==> config.mk <==
export PLATFORM = sky130hd
export DESIGN_NAME = linear_array_queue
export DESIGN_NICKNAME = d
export VERILOG_FILES = /design/src/laq_pkg.sv /design/src/laq_store.sv /design/src/laq_ctrl.sv /design/src/linear_array_queue.sv
export SDC_FILE = /design/constraint.sdc
export NUM_CORES = 2
export LEC_CHECK = 0
export BUFFER_PORTS_ARGS = -buffer_cell sky130_fd_sc_hd__buf_2
export CAP_MARGIN = 5
export CORE_UTILIZATION = 38
export DETAILED_ROUTE_END_ITERATION = 8
export SLEW_MARGIN = 20
export SYNTH_ARGS = -nofsm -noshare
export SYNTH_HDL_FRONTEND = slang
export SYNTH_SLANG_ARGS = --single-unit
==> constraint.sdc <==
create_clock -name clock -period 7.8 [get_ports clock]
set_input_delay 1.17 -clock clock [delete_from_list [all_inputs] [get_ports clock]]
set_output_delay 1.17 -clock clock [all_outputs]
set_load 0.01 [all_outputs]
==> src/laq_pkg.sv <==
// ----------------------------------------------------------------------------
// Linear array queue package
// Opcodes, result codes, controller states and the result word type shared
// by the queue controller and the top level.
// ----------------------------------------------------------------------------
package laq_pkg;

   localparam int DATA_W = 32;
   localparam int CAP_W  = 7;

   localparam logic [CAP_W-1:0] CAP_RESET = 7'd64;

   // Byte address of the capacity register
   localparam logic [1:0] CSR_CAP_ADDR = 2'd0;

   typedef enum logic [1:0] {
      OP_ENQ  = 2'd0,
      OP_DEQ  = 2'd1,
      OP_DISP = 2'd2,
      OP_NOP  = 2'd3
   } laq_op_type;

   typedef enum logic [1:0] {
      ST_OK        = 2'd0,
      ST_OVERFLOW  = 2'd1,
      ST_UNDERFLOW = 2'd2,
      ST_EMPTY     = 2'd3
   } laq_status_type;

   typedef enum logic [1:0] {
      CTL_IDLE,
      CTL_DEQ,
      CTL_DISP
   } laq_state_type;

   typedef struct packed {
      laq_status_type    status;
      logic [DATA_W-1:0] data;
      logic              last;
   } laq_rsp_type;

endpackage

==> src/laq_store.sv <==
// ----------------------------------------------------------------------------
// Queue slot store
// Single-port-write, single-port-read synchronous RAM with registered read data.
// Read data holds while no read is issued.
// ----------------------------------------------------------------------------
module laq_store #(
   parameter int DEPTH = 64,
   localparam int IW = (DEPTH > 1) ? $clog2(DEPTH) : 1
) (
   input  logic                       clock,
   input  logic                       wr_en,
   input  logic [IW-1:0]              waddr,
   input  logic [laq_pkg::DATA_W-1:0] wdata,
   input  logic                       rd_en,
   input  logic [IW-1:0]              raddr,
   output logic [laq_pkg::DATA_W-1:0] rd_data
);
   import laq_pkg::*;

   logic [DATA_W-1:0] slot_store_ff [DEPTH];
   logic [DATA_W-1:0] rd_data_ff;

   always_ff @(posedge clock) begin
      if (wr_en) begin
         slot_store_ff[waddr] <= wdata;
      end
      if (rd_en) begin
         rd_data_ff <= slot_store_ff[raddr];
      end
   end

   assign rd_data = rd_data_ff;

endmodule

==> src/laq_ctrl.sv <==
// ----------------------------------------------------------------------------
// Queue controller
// Holds head, tail and fill flag, sequences store accesses for each opcode
// and drives the registered result word.
// ----------------------------------------------------------------------------
module laq_ctrl #(
   parameter int DEPTH = 64,
   localparam int IW = (DEPTH > 1) ? $clog2(DEPTH) : 1
) (
   input  logic                       clock,
   input  logic                       reset,
   input  logic                       req_valid,
   output logic                       req_ready,
   input  laq_pkg::laq_op_type        req_op,
   input  logic [laq_pkg::DATA_W-1:0] req_data,
   input  logic [laq_pkg::CAP_W-1:0]  cap_eff,
   output logic                       rsp_valid,
   input  logic                       rsp_ready,
   output laq_pkg::laq_rsp_type       rsp,
   output logic                       mem_wr_en,
   output logic [IW-1:0]              mem_waddr,
   output logic [laq_pkg::DATA_W-1:0] mem_wdata,
   output logic                       mem_rd_en,
   output logic [IW-1:0]              mem_raddr,
   input  logic [laq_pkg::DATA_W-1:0] mem_rd_data
);
   import laq_pkg::*;

   laq_state_type state_ff, state_in;
   logic [IW-1:0] head_ff, head_in;
   logic [IW-1:0] tail_ff, tail_in;
   logic          occ_ff, occ_in;
   logic [IW-1:0] idx_ff, idx_in;
   logic          rsp_valid_ff, rsp_valid_in;
   laq_rsp_type   rsp_ff, rsp_in;

   logic out_free;
   logic accept;
   logic full;
   logic disp_last;

   assign out_free  = !rsp_valid_ff || rsp_ready;
   assign req_ready = (state_ff == CTL_IDLE) && out_free;
   assign accept    = req_valid && req_ready;
   assign full      = (cap_eff == '0)
                   || (occ_ff && (CAP_W'(tail_ff) >= (cap_eff - CAP_W'(1))));
   assign disp_last = (idx_ff == tail_ff);

   always_comb begin
      state_in     = state_ff;
      head_in      = head_ff;
      tail_in      = tail_ff;
      occ_in       = occ_ff;
      idx_in       = idx_ff;
      rsp_in       = rsp_ff;
      rsp_valid_in = rsp_valid_ff && !rsp_ready;
      mem_wr_en    = 1'b0;
      mem_waddr    = tail_ff;
      mem_wdata    = req_data;
      mem_rd_en    = 1'b0;
      mem_raddr    = head_ff;

      unique case (state_ff)
         CTL_IDLE: begin
            if (accept) begin
               unique case (req_op)
                  OP_ENQ: begin
                     rsp_valid_in = 1'b1;
                     if (full) begin
                        rsp_in = '{status: ST_OVERFLOW, data: '0, last: 1'b1};
                     end else begin
                        // an empty queue restarts at slot zero
                        if (!occ_ff) begin
                           head_in   = '0;
                           tail_in   = '0;
                           occ_in    = 1'b1;
                           mem_waddr = '0;
                        end else begin
                           tail_in   = tail_ff + IW'(1);
                           mem_waddr = tail_ff + IW'(1);
                        end
                        mem_wr_en = 1'b1;
                        rsp_in = '{status: ST_OK, data: '0, last: 1'b1};
                     end
                  end
                  OP_DEQ: begin
                     if (!occ_ff) begin
                        rsp_valid_in = 1'b1;
                        rsp_in = '{status: ST_UNDERFLOW, data: '0, last: 1'b1};
                     end else begin
                        mem_rd_en = 1'b1;
                        if (head_ff >= tail_ff) begin
                           head_in = '0;
                           tail_in = '0;
                           occ_in  = 1'b0;
                        end else begin
                           head_in = head_ff + IW'(1);
                        end
                        state_in = CTL_DEQ;
                     end
                  end
                  OP_DISP: begin
                     if (!occ_ff) begin
                        rsp_valid_in = 1'b1;
                        rsp_in = '{status: ST_EMPTY, data: '0, last: 1'b1};
                     end else begin
                        mem_rd_en = 1'b1;
                        idx_in    = head_ff;
                        state_in  = CTL_DISP;
                     end
                  end
                  OP_NOP: begin
                  end
               endcase
            end
         end
         CTL_DEQ: begin
            rsp_valid_in = 1'b1;
            rsp_in = '{status: ST_OK, data: mem_rd_data, last: 1'b1};
            state_in = CTL_IDLE;
         end
         CTL_DISP: begin
            // read data holds until the result word is free
            mem_raddr = idx_ff + IW'(1);
            if (out_free) begin
               rsp_valid_in = 1'b1;
               rsp_in = '{status: ST_OK, data: mem_rd_data, last: disp_last};
               if (disp_last) begin
                  state_in = CTL_IDLE;
               end else begin
                  mem_rd_en = 1'b1;
                  idx_in    = idx_ff + IW'(1);
               end
            end
         end
         default: begin
            state_in = CTL_IDLE;
         end
      endcase
   end

   always_ff @(posedge clock) begin
      if (reset) begin
         state_ff     <= CTL_IDLE;
         head_ff      <= '0;
         tail_ff      <= '0;
         occ_ff       <= 1'b0;
         rsp_valid_ff <= 1'b0;
      end else begin
         state_ff     <= state_in;
         head_ff      <= head_in;
         tail_ff      <= tail_in;
         occ_ff       <= occ_in;
         rsp_valid_ff <= rsp_valid_in;
      end
   end

   always_ff @(posedge clock) begin
      idx_ff <= idx_in;
      rsp_ff <= rsp_in;
   end

   assign rsp_valid = rsp_valid_ff;
   assign rsp       = rsp_ff;

   a_empty_idx_zero: assert property (@(posedge clock) disable iff (reset)
      !occ_ff |-> (head_ff == '0) && (tail_ff == '0))
      else $error("empty queue with non-zero index");

   a_head_le_tail: assert property (@(posedge clock) disable iff (reset)
      occ_ff |-> (head_ff <= tail_ff))
      else $error("head beyond tail");

   a_busy_no_accept: assert property (@(posedge clock) disable iff (reset)
      (state_ff != CTL_IDLE) |-> !req_ready)
      else $error("word accepted while busy");

   a_deq_slot_free: assert property (@(posedge clock) disable iff (reset)
      (state_ff == CTL_DEQ) |-> !rsp_valid_ff)
      else $error("dequeue result would overwrite pending word");

   a_disp_in_range: assert property (@(posedge clock) disable iff (reset)
      (state_ff == CTL_DISP) |-> occ_ff && (idx_ff <= tail_ff) && (idx_ff >= head_ff))
      else $error("display index outside stored range");

endmodule

==> src/linear_array_queue.sv <==
// ----------------------------------------------------------------------------
// Linear array queue
// Non-circular queue of 32-bit words with enqueue, dequeue and display.
// ----------------------------------------------------------------------------
// The queue keeps its words in a synchronous RAM of DEPTH slots and works on
// one request word at a time. Enqueue writes at the tail and returns its
// status in the cycle after acceptance. Dequeue reads the head slot into the
// read register of the slot RAM and then loads the result word from it.
// Display of N stored words returns N result words, the first after the RAM
// read and then one a cycle while the result side keeps up. A new request is
// taken at the earliest at the edge where the final word of the previous one
// leaves the output register. Freed slots at the front are not reused until
// the queue has fully drained, at which point head and tail return to zero.
// The capacity register (byte address 0) is clamped to DEPTH where it is
// used; a capacity of zero makes every enqueue overflow.
// ----------------------------------------------------------------------------
module linear_array_queue #(
   parameter int DEPTH = 64
) (
   input  logic        clock,
   input  logic        reset,

   // request stream
   input  logic        req_tvalid,
   output logic        req_tready,
   input  logic [31:0] req_tdata,   // [31:0] data_in
   input  logic [1:0]  req_tuser,   // [1:0] opcode

   // result stream
   output logic        rsp_tvalid,
   input  logic        rsp_tready,
   output logic [31:0] rsp_tdata,   // [31:0] data_out
   output logic [1:0]  rsp_tuser,   // [1:0] status
   output logic        rsp_tlast,

   // register port
   input  logic        csr_psel,
   input  logic        csr_penable,
   input  logic        csr_pwrite,
   input  logic [1:0]  csr_paddr,
   input  logic [31:0] csr_pwdata,
   output logic [31:0] csr_prdata,
   output logic        csr_pready
);
   import laq_pkg::*;

   localparam int IW = (DEPTH > 1) ? $clog2(DEPTH) : 1;
   localparam logic [CAP_W-1:0] DEPTH_CAP = CAP_W'(DEPTH);

   logic [CAP_W-1:0]  cap_ff;
   logic [CAP_W-1:0]  cap_eff;
   logic              csr_wr;

   laq_rsp_type       rsp;
   logic              mem_wr_en;
   logic [IW-1:0]     mem_waddr;
   logic [DATA_W-1:0] mem_wdata;
   logic              mem_rd_en;
   logic [IW-1:0]     mem_raddr;
   logic [DATA_W-1:0] mem_rd_data;

   // Register port: ready always asserted, capacity held in 7 bits
   assign csr_pready = 1'b1;
   assign csr_wr     = csr_psel && csr_penable && csr_pwrite && csr_pready;

   always_ff @(posedge clock) begin
      if (reset) begin
         cap_ff <= CAP_RESET;
      end else if (csr_wr && (csr_paddr == CSR_CAP_ADDR)) begin
         cap_ff <= csr_pwdata[CAP_W-1:0];
      end
   end

   assign csr_prdata = (csr_paddr == CSR_CAP_ADDR) ? {{(32-CAP_W){1'b0}}, cap_ff} : '0;

   // Clamp the capacity to the slots actually built
   assign cap_eff = (cap_ff > DEPTH_CAP) ? DEPTH_CAP : cap_ff;

   laq_ctrl #(
      .DEPTH (DEPTH)
   ) u_ctrl (
      .clock       (clock),
      .reset       (reset),
      .req_valid   (req_tvalid),
      .req_ready   (req_tready),
      .req_op      (laq_op_type'(req_tuser)),
      .req_data    (req_tdata),
      .cap_eff     (cap_eff),
      .rsp_valid   (rsp_tvalid),
      .rsp_ready   (rsp_tready),
      .rsp         (rsp),
      .mem_wr_en   (mem_wr_en),
      .mem_waddr   (mem_waddr),
      .mem_wdata   (mem_wdata),
      .mem_rd_en   (mem_rd_en),
      .mem_raddr   (mem_raddr),
      .mem_rd_data (mem_rd_data)
   );

   laq_store #(
      .DEPTH (DEPTH)
   ) u_store (
      .clock   (clock),
      .wr_en   (mem_wr_en),
      .waddr   (mem_waddr),
      .wdata   (mem_wdata),
      .rd_en   (mem_rd_en),
      .raddr   (mem_raddr),
      .rd_data (mem_rd_data)
   );

   // Unpack the result word onto the stream
   assign rsp_tdata = rsp.data;
   assign rsp_tuser = rsp.status;
   assign rsp_tlast = rsp.last;

endmodule
* Yosys cells after proc, flatten, opt, wreduce, memory -nomap -nowiden
Memories as Yosys holds them, arrays and structs flattened. A register that Yosys moved wholly into a read port is not among the register bits.
Index checks and enable logic that the tools add are counted.
** Operators by class
- $add $sub $neg :: 4
- Multiply operators :: 0
- Div/mod/pow operators :: 0
- $lt $le $gt $ge :: 3
- Equality and inequality tests :: 21
- Shift-type cells :: 0
- Mux-type cells :: 57
- Bitwise gates (word level) :: 0
- Reductions and logical operators :: 25
** Operators by type and width (count)
- 35-bit case mux with 3 select lines :: 2
- 35-bit two-way mux :: 4
- 6-bit two-way mux :: 17
- 6-bit case mux with 2 select lines :: 3
- 34-bit two-way mux :: 1
- 6-bit AND reduction :: 4
- 6-bit by 1-bit adder with 6-bit output (second input constant) :: 3
- 1-bit two-way mux :: 17
- 7-bit two-way mux :: 2
- 2-bit by 1-bit != test with 1-bit output (second input constant) :: 6
- 2-bit two-way mux :: 5
- 3-bit != test (second input constant) :: 3
- 2-bit != test (second input constant) :: 4
- 2-bit case mux with 2 select lines :: 2
- 6-bit by 7-bit >= comparator with 1-bit output :: 1
- 7-bit > comparator (second input constant) :: 1
- 1-bit logical AND :: 7
- 7-bit logical NOT :: 1
- 7-bit by 1-bit subtractor with 7-bit output (second input constant) :: 1
- 6-bit == test :: 1
- 6-bit >= comparator :: 1
- 2-bit logical NOT :: 3
- 3-bit by 2-bit != test with 1-bit output (second input constant) :: 2
- 1-bit case mux with 2 select lines :: 3
- 11 further kinds :: 16
** Word-level totals
- Register bits after elaboration :: 64
- Bits in latches :: 0
- Bits in writable memories :: 2048
- ROM bits :: 0
- Bits of input ports :: 75
- Output and inout port bits :: 70
- Word-level logic and storage cells :: 121
- Memories kept :: 1
** Memories
- u_store.slot_store_ff :: words 64, bits a word 32, rd ports 1, clocked after Yosys merged registers in 1, write ports 1, RTL line laq_store.sv:20 : logic [DATA_W-1:0] slot_store_ff [DEPTH];

* Depth between registers and ports, before layout
- Word-level depth :: 12
- Depth in mapped cells :: 16
- Mapped depth without buffers :: 13

* Modules after synthesis
Synthesis repeated with hierarchy kept, for this count alone.
** Unflattened totals
- Cells, all modules :: 4005
- Area total of the unflattened synthesis :: 83383.7 um2
** By module, submodules not included
- laq_store :: instances 1, cells each 3572, area an instance 79208.5 um2, sequential area each 62459.9 um2
- laq_ctrl :: instances 1, cells each 359, area an instance 3544.6 um2, sequential area each 1551.5 um2
- linear_array_queue :: instances 1, cells each 74, area an instance 630.6 um2, sequential area each 140.1 um2

* Worst setup path after synthesis
Ideal clock, no wire load.
- Kind :: reg-to-reg
- Start point :: register cap_ff[6]
- End point :: memory u_store.slot_store_ff[56][0], enable pin
- Data arrival time :: 6.104 ns
- Data required time :: 7.298 ns
- Setup slack :: 1.194 ns
- Cell stages (with the launch flop) :: 16
- Buffers on the path :: 2
- Clock period less this slack :: 6.606 ns
- Cell sequence :: dfxtp_1 -> clkbuf_1 -> inv_1 -> nand2_1 -> ha_1 -> inv_1 -> or3_1 -> a31oi_1 -> ha_1 -> a211o_1 -> a21oi_1 -> o211ai_1 -> buf_2 -> nor3_1 -> o21ai_1 -> nor4_1
** On the way
- Longest elaborated chain between the ends :: 12
- Elaborated cells on any way between the ends :: 17
- Classes of those cells :: add/sub (1); order compare (2); mux (11); reduce/logical (3)
** RTL lines
- from (decl) :: RTL line linear_array_queue.sv:50 : logic [CAP_W-1:0] cap_ff;
- from (signal assigned) :: RTL line linear_array_queue.sv:70 : cap_ff <= csr_pwdata[CAP_W-1:0];
- 7-bit > comparator :: RTL line linear_array_queue.sv:77 : assign cap_eff = (cap_ff > DEPTH_CAP) ? DEPTH_CAP : cap_ff;
- 7-bit two-way mux * :: RTL line linear_array_queue.sv:77
- 7-bit by 1-bit subtractor with 7-bit output :: RTL line laq_ctrl.sv:46 : || (occ_ff && (CAP_W'(tail_ff) >= (cap_eff - CAP_W'(1))));
- 6-bit by 7-bit >= comparator with 1-bit output :: RTL line laq_ctrl.sv:46
- 1-bit logical AND :: RTL line laq_ctrl.sv:46
- 1-bit logical OR * :: RTL line laq_ctrl.sv:46
- 1-bit two-way mux :: RTL line laq_ctrl.sv:69 : if (full) begin
- 1-bit two-way mux :: RTL line laq_ctrl.sv:66 : unique case (req_op)
- 1-bit two-way mux :: RTL line laq_ctrl.sv:65 : if (accept) begin
- 1-bit two-way mux :: RTL line laq_ctrl.sv:63 : unique case (state_ff)
- 1-bit two-way mux :: RTL line laq_store.sv:24 : if (wr_en) begin
- 1-bit two-way mux (not written as such) :: RTL line laq_store.sv:25 : slot_store_ff[waddr] <= wdata;
- to (decl) :: RTL line laq_store.sv:20
Mark *: on every way between the ends. The rest lies on a longest branch, timed or not.

* Worst setup path after layout
- Start point :: register cap_ff[6]
- End point :: memory u_store.slot_store_ff[63][0], enable pin
The elaborated chain is that of the path after synthesis.

==> run_summary.xml <==
<?xml version="1.0" encoding="UTF-8"?>
<metrics>
  <group name="outcome">
    <metric name="run_status" unit="">finished clean</metric>
  </group>
  <group name="worst_setup_path">
    <metric name="critPathCaptureType" unit="">flop</metric>
    <metric name="req_time_crit_path" unit="ns">8.33</metric>
    <metric name="critPathBufInv" unit="">4</metric>
    <metric name="kind_of_start_point_of_the_critical_path" unit="">flop</metric>
    <metric name="delay_of_the_slowest_critical_path_stage" unit="ns">1.08</metric>
    <metric name="timing.critical_path.max_delay_family" unit="">simple AND/OR/NAND/NOR gates</metric>
    <metric name="regToRegSetupSlack" unit="ns">2.10</metric>
    <metric name="critical_path.cell_chain" unit="">inv_1, nand2_1, ha_1, inv_1, or3_1, a31oi_1, ha_1, a211o_1, a21oi_1, o211ai_1, buf_4, nor3_1, nand3_1, nor2_4, buf_4</metric>
    <metric name="worst_path_max_delay_cell" unit="">nor2_4</metric>
    <metric name="critical_path_fanout_max" unit="">23</metric>
    <metric name="crit_path_kind" unit="">flop to flop</metric>
    <metric name="timing.critical_path.arrival" unit="ns">6.23</metric>
  </group>
  <group name="clock_tree">
    <metric name="cts.path.max_buffers" unit="">3</metric>
    <metric name="cts.reportedPaths.clkPinSlew" unit="ns">0.06</metric>
    <metric name="cts_max_level" unit="">4</metric>
    <metric name="tritoncts_num_sinks" unit="">2144</metric>
    <metric name="cts.root.buffer_cell" unit="">clkbuf_16</metric>
    <metric name="clk_latency" unit="ns">0.86</metric>
    <metric name="cts_tree" unit="">yes</metric>
    <metric name="hold_buffers" unit="">0</metric>
    <metric name="postCtsSetupRepairBufs" unit="">0</metric>
    <metric name="ctsResizeCount" unit="">0</metric>
    <metric name="cts-buffers-inserted" unit="">210</metric>
  </group>
  <group name="final_layout">
    <metric name="design.final.nets" unit="">5243</metric>
    <metric name="syn_to_final_growth" unit="%">13.3</metric>
    <metric name="layout-drive-gt1-share" unit="%">18.2</metric>
    <metric name="final_cell_area" unit="mm2">0.0961</metric>
    <metric name="post_layout_nonfiller_instances" unit="">8305</metric>
  </group>
  <group name="power_and_ir_drop">
    <metric name="netSwitchingFraction" unit="%">23.7</metric>
    <metric name="power_switching" unit="mW">5.96</metric>
    <metric name="share_clk_of_total_power" unit="%">39.8</metric>
    <metric name="intPower" unit="mW">19.2</metric>
    <metric name="vdd_ir_drop_max" unit="V">0.000210</metric>
    <metric name="share_seq_of_total_power" unit="%">50.8</metric>
    <metric name="static-leakage-power" unit="nW">31.9</metric>
    <metric name="p_per_area" unit="mW/mm2">262</metric>
    <metric name="power.combinational.fraction" unit="%">9.3</metric>
  </group>
  <group name="synth">
    <metric name="parity_gate_share_of_the_synthesized_area_counting_xor_and_xnor_cells" unit="%">0.176</metric>
    <metric name="postSynthRegisterBits" unit="">2144</metric>
    <metric name="yosys.area.top_type_share" unit="%">75.1</metric>
    <metric name="complex_gate_fraction_of_the_synthesized_area" unit="%">3.95</metric>
    <metric name="post_synth_inst_count" unit="">4964</metric>
    <metric name="synth-simple-area-share" unit="%">7.99</metric>
    <metric name="synth_area" unit="mm2">0.0848</metric>
    <metric name="synth-warning-count" unit="">0</metric>
    <metric name="post_synth_mux_area_share" unit="%">9.65</metric>
    <metric name="yosysTopAreaCell" unit="">edfxtp_1</metric>
    <metric name="synthMostInstantiatedCell" unit="">edfxtp_1</metric>
    <metric name="synthTopCellsByArea" unit="">edfxtp_1 75%, mux4_2 7.5%, nand2_1 3.7%, nand3_1 2.0%, mux2i_1 1.9%</metric>
    <metric name="synth_area_in_adders" unit="%">0.354</metric>
    <metric name="synth.avg_cell_area" unit="um2">17.1</metric>
    <metric name="combinational_family_with_the_most_area_after_synthesis" unit="">multiplexers</metric>
    <metric name="netlist_top_cells_count" unit="">2121 x edfxtp_1, 826 x nand2_1, 345 x nand3_1</metric>
    <metric name="synth_edf_count" unit="">2121</metric>
    <metric name="yosysSeqAreaShare" unit="%">75.6</metric>
    <metric name="yosysUniqueCellTypes" unit="">79</metric>
    <metric name="synth_ff_type" unit="">edfxtp_1</metric>
    <metric name="share_of_synthesized_flip_flops_with_an_asynchronous_set_or_reset" unit="%">0</metric>
  </group>
  <group name="job">
    <metric name="max_cap_viol_count" unit="">0</metric>
  </group>
  <group name="global_routing">
    <metric name="vias_in_the_first_global_route" unit="">45900</metric>
    <metric name="global_route_wire_length_before_repair" unit="um">334000</metric>
    <metric name="grt_start_max_net_pins" unit="">159</metric>
    <metric name="grt_overflow_total" unit="">0</metric>
    <metric name="antenna_found_initial" unit="">9</metric>
    <metric name="grt.total_usage" unit="%">20.8</metric>
  </group>
  <group name="timing">
    <metric name="final_period_demand_of_the_worst_path" unit="ns">5.70</metric>
    <metric name="final_min_period_over_clock_period" unit="%">73.1</metric>
    <metric name="timing_worst_slew_pin_value" unit="ns">1.19</metric>
    <metric name="final-setup-viol-count" unit="">0</metric>
    <metric name="timing.setup.tns" unit="ns">0</metric>
    <metric name="fin_hold_ws" unit="ns">0.518</metric>
    <metric name="worst_clock_skew" unit="ns">0.0679</metric>
    <metric name="grt_setup_unrepaired" unit="">false</metric>
    <metric name="achievable_freq" unit="MHz">175</metric>
    <metric name="final-max-slew-violation-count" unit="">0</metric>
    <metric name="final_hold_viols" unit="">0</metric>
    <metric name="worst_case_headroom_to_the_max_slew_limit" unit="%">21.0</metric>
  </group>
  <group name="placed_design">
    <metric name="place.detailed.instances" unit="">7907</metric>
    <metric name="place.detailed.hpwl" unit="um">130000</metric>
    <metric name="placement.cell_area" unit="mm2">0.0893</metric>
    <metric name="gp_congestion" unit="">0.863</metric>
    <metric name="placement.io_buffers" unit="">93</metric>
  </group>
  <group name="die">
    <metric name="die_area" unit="mm2">0.225</metric>
    <metric name="die_h" unit="um">474</metric>
    <metric name="rows" unit="">173</metric>
    <metric name="io-pin-count" unit="">145</metric>
    <metric name="core_area" unit="mm2">0.222</metric>
    <metric name="floorplan.die.width" unit="um">474</metric>
    <metric name="floorplan.initialDensity" unit="%">38.2</metric>
  </group>
  <group name="min_path">
    <metric name="hold_path_class" unit="">flop to flop</metric>
  </group>
  <group name="route">
    <metric name="first_iter_violations" unit="">6161</metric>
    <metric name="drt-total-wl" unit="um">236000</metric>
    <metric name="post_drt_via_cell_ratio" unit="">5.66</metric>
    <metric name="drt-pass1-iter-count" unit="">5</metric>
    <metric name="post-route-drc-count" unit="">0</metric>
    <metric name="detail_route.wl_per_cell" unit="um">28.4</metric>
    <metric name="antenna_violating_nets_post_route" unit="">0</metric>
    <metric name="vias" unit="">47000</metric>
  </group>
</metrics>
[sequential cells by signal (all words and copies together), names as in the netlist]
name,flops
u_ctrl.head_ff,6
u_ctrl.occ_ff,1
u_ctrl.rsp,35
u_ctrl.rsp_valid,1
u_ctrl.idx_ff,6
u_store.slot_store_ff,2048
u_ctrl.state_ff,2
u_store.rd_data,32
cap_ff,7
u_ctrl.tail_ff,6
[path summary, 6_finish.rpt]
check,start,to,cells past startpoint
setup / recovery,cap_ff[6],u_store.slot_store_ff[63][0],15
hold / removal,u_store.rd_data[16],u_ctrl.rsp[17],1
setup reg to reg,cap_ff[6],u_store.slot_store_ff[63][0],15
hold reg to reg,u_store.rd_data[16],u_ctrl.rsp[17],1
[per-stage QoR]
| stage | power (mW) | utilization (%) | setup slack [ns] |
|---|---|---|---|
| floorplan | 14.5 | - | 1.19 |
| global placement | 15.4 | 40.2 | 1.83 |
| detailed placement | 15.4 | 40.2 | 2.17 |
| CTS | 25.3 | 43.2 | 2.15 |
| global route | 25.9 | 43.3 | 1.75 |
| finish | 25.2 | 43.3 | 2.10 |
[routing by layer]
metal | vias to the layer above | part of all wire (%) | global-route usage [%]
met2 | 2251 | 46 | 32.3
met5 | - | 0.0093 | 0
met3 | 394 | 9.2 | 4.73
met4 | 4 | 3.6 | 7.40
met1 | 24400 | 41 | 28.6
li1 | 19900 | - | -
[power by group through the flow]
stage                     clock [mW]  sequential, mW  combinational [mW]
after floorplan                    0            13.1                1.42
after global placement             0            13.0                2.32
after detailed placement           0            13.1                2.34
after CTS                       10.2            12.8                2.35
after global routing            10.6            12.8                2.49
final                           10.0            12.8                2.34
[kinds of logic (layout without fill, tap and decap cells)]
| kind of cell | after synthesis | after routing |
|---|---|---|
| AO/OA/AOI/OAI | 450 | 450 |
| XOR/XNOR | 17 | 17 |
| adder cells (fa/ha/maj) | 24 | 24 |
| buffers and inverters | 354 | 687 |
| flip-flops | 2144 | 2144 |
| multiplexers | 460 | 460 |
| other | 2 | 35 |
| AND/OR/NAND/NOR | 1513 | 1513 |
[area by class of cell]
class,instances,area [um2]
well taps,2975,3720
fillers,19400,126000
inverters,24,115
diodes,9,22.5
repair buffers,274,1980
clock inverters,125,1230
flip-flops and latches,2144,64200
clock buffers,264,5550
multi-input cells,2490,19300
[cells in the final DEF (no fill, tap or decap), types with 10 or more instances in the layout]
cell type	count
buf_12	10
clkinv_1	46
buf_4	176
nor2_1	45
nand4_1	22
a22oi_1	11
o221ai_1	35
o21ai_0	45
edfxtp_1	2121
and3_1	92
a211oi_1	39
a31oi_1	29
clkinv_2	37
buf_2	86
a32oi_1	16
mux2i_1	157
clkbuf_16	213
and2_1	46
inv_1	19
nor3_1	18
nand3_1	345
mux4_2	283
a21oi_1	62
dfxtp_1	23
a311oi_1	91
bufinv_16	19
nor3_2	44
xnor2_1	12
nand2_1	826
nor2b_1	10
mux2_2	18
nor2_4	16
clkbuf_1	48
conb_1	26
ha_1	24
o22ai_1	24
No activity file was read; power rests on OpenSTA's default activity.
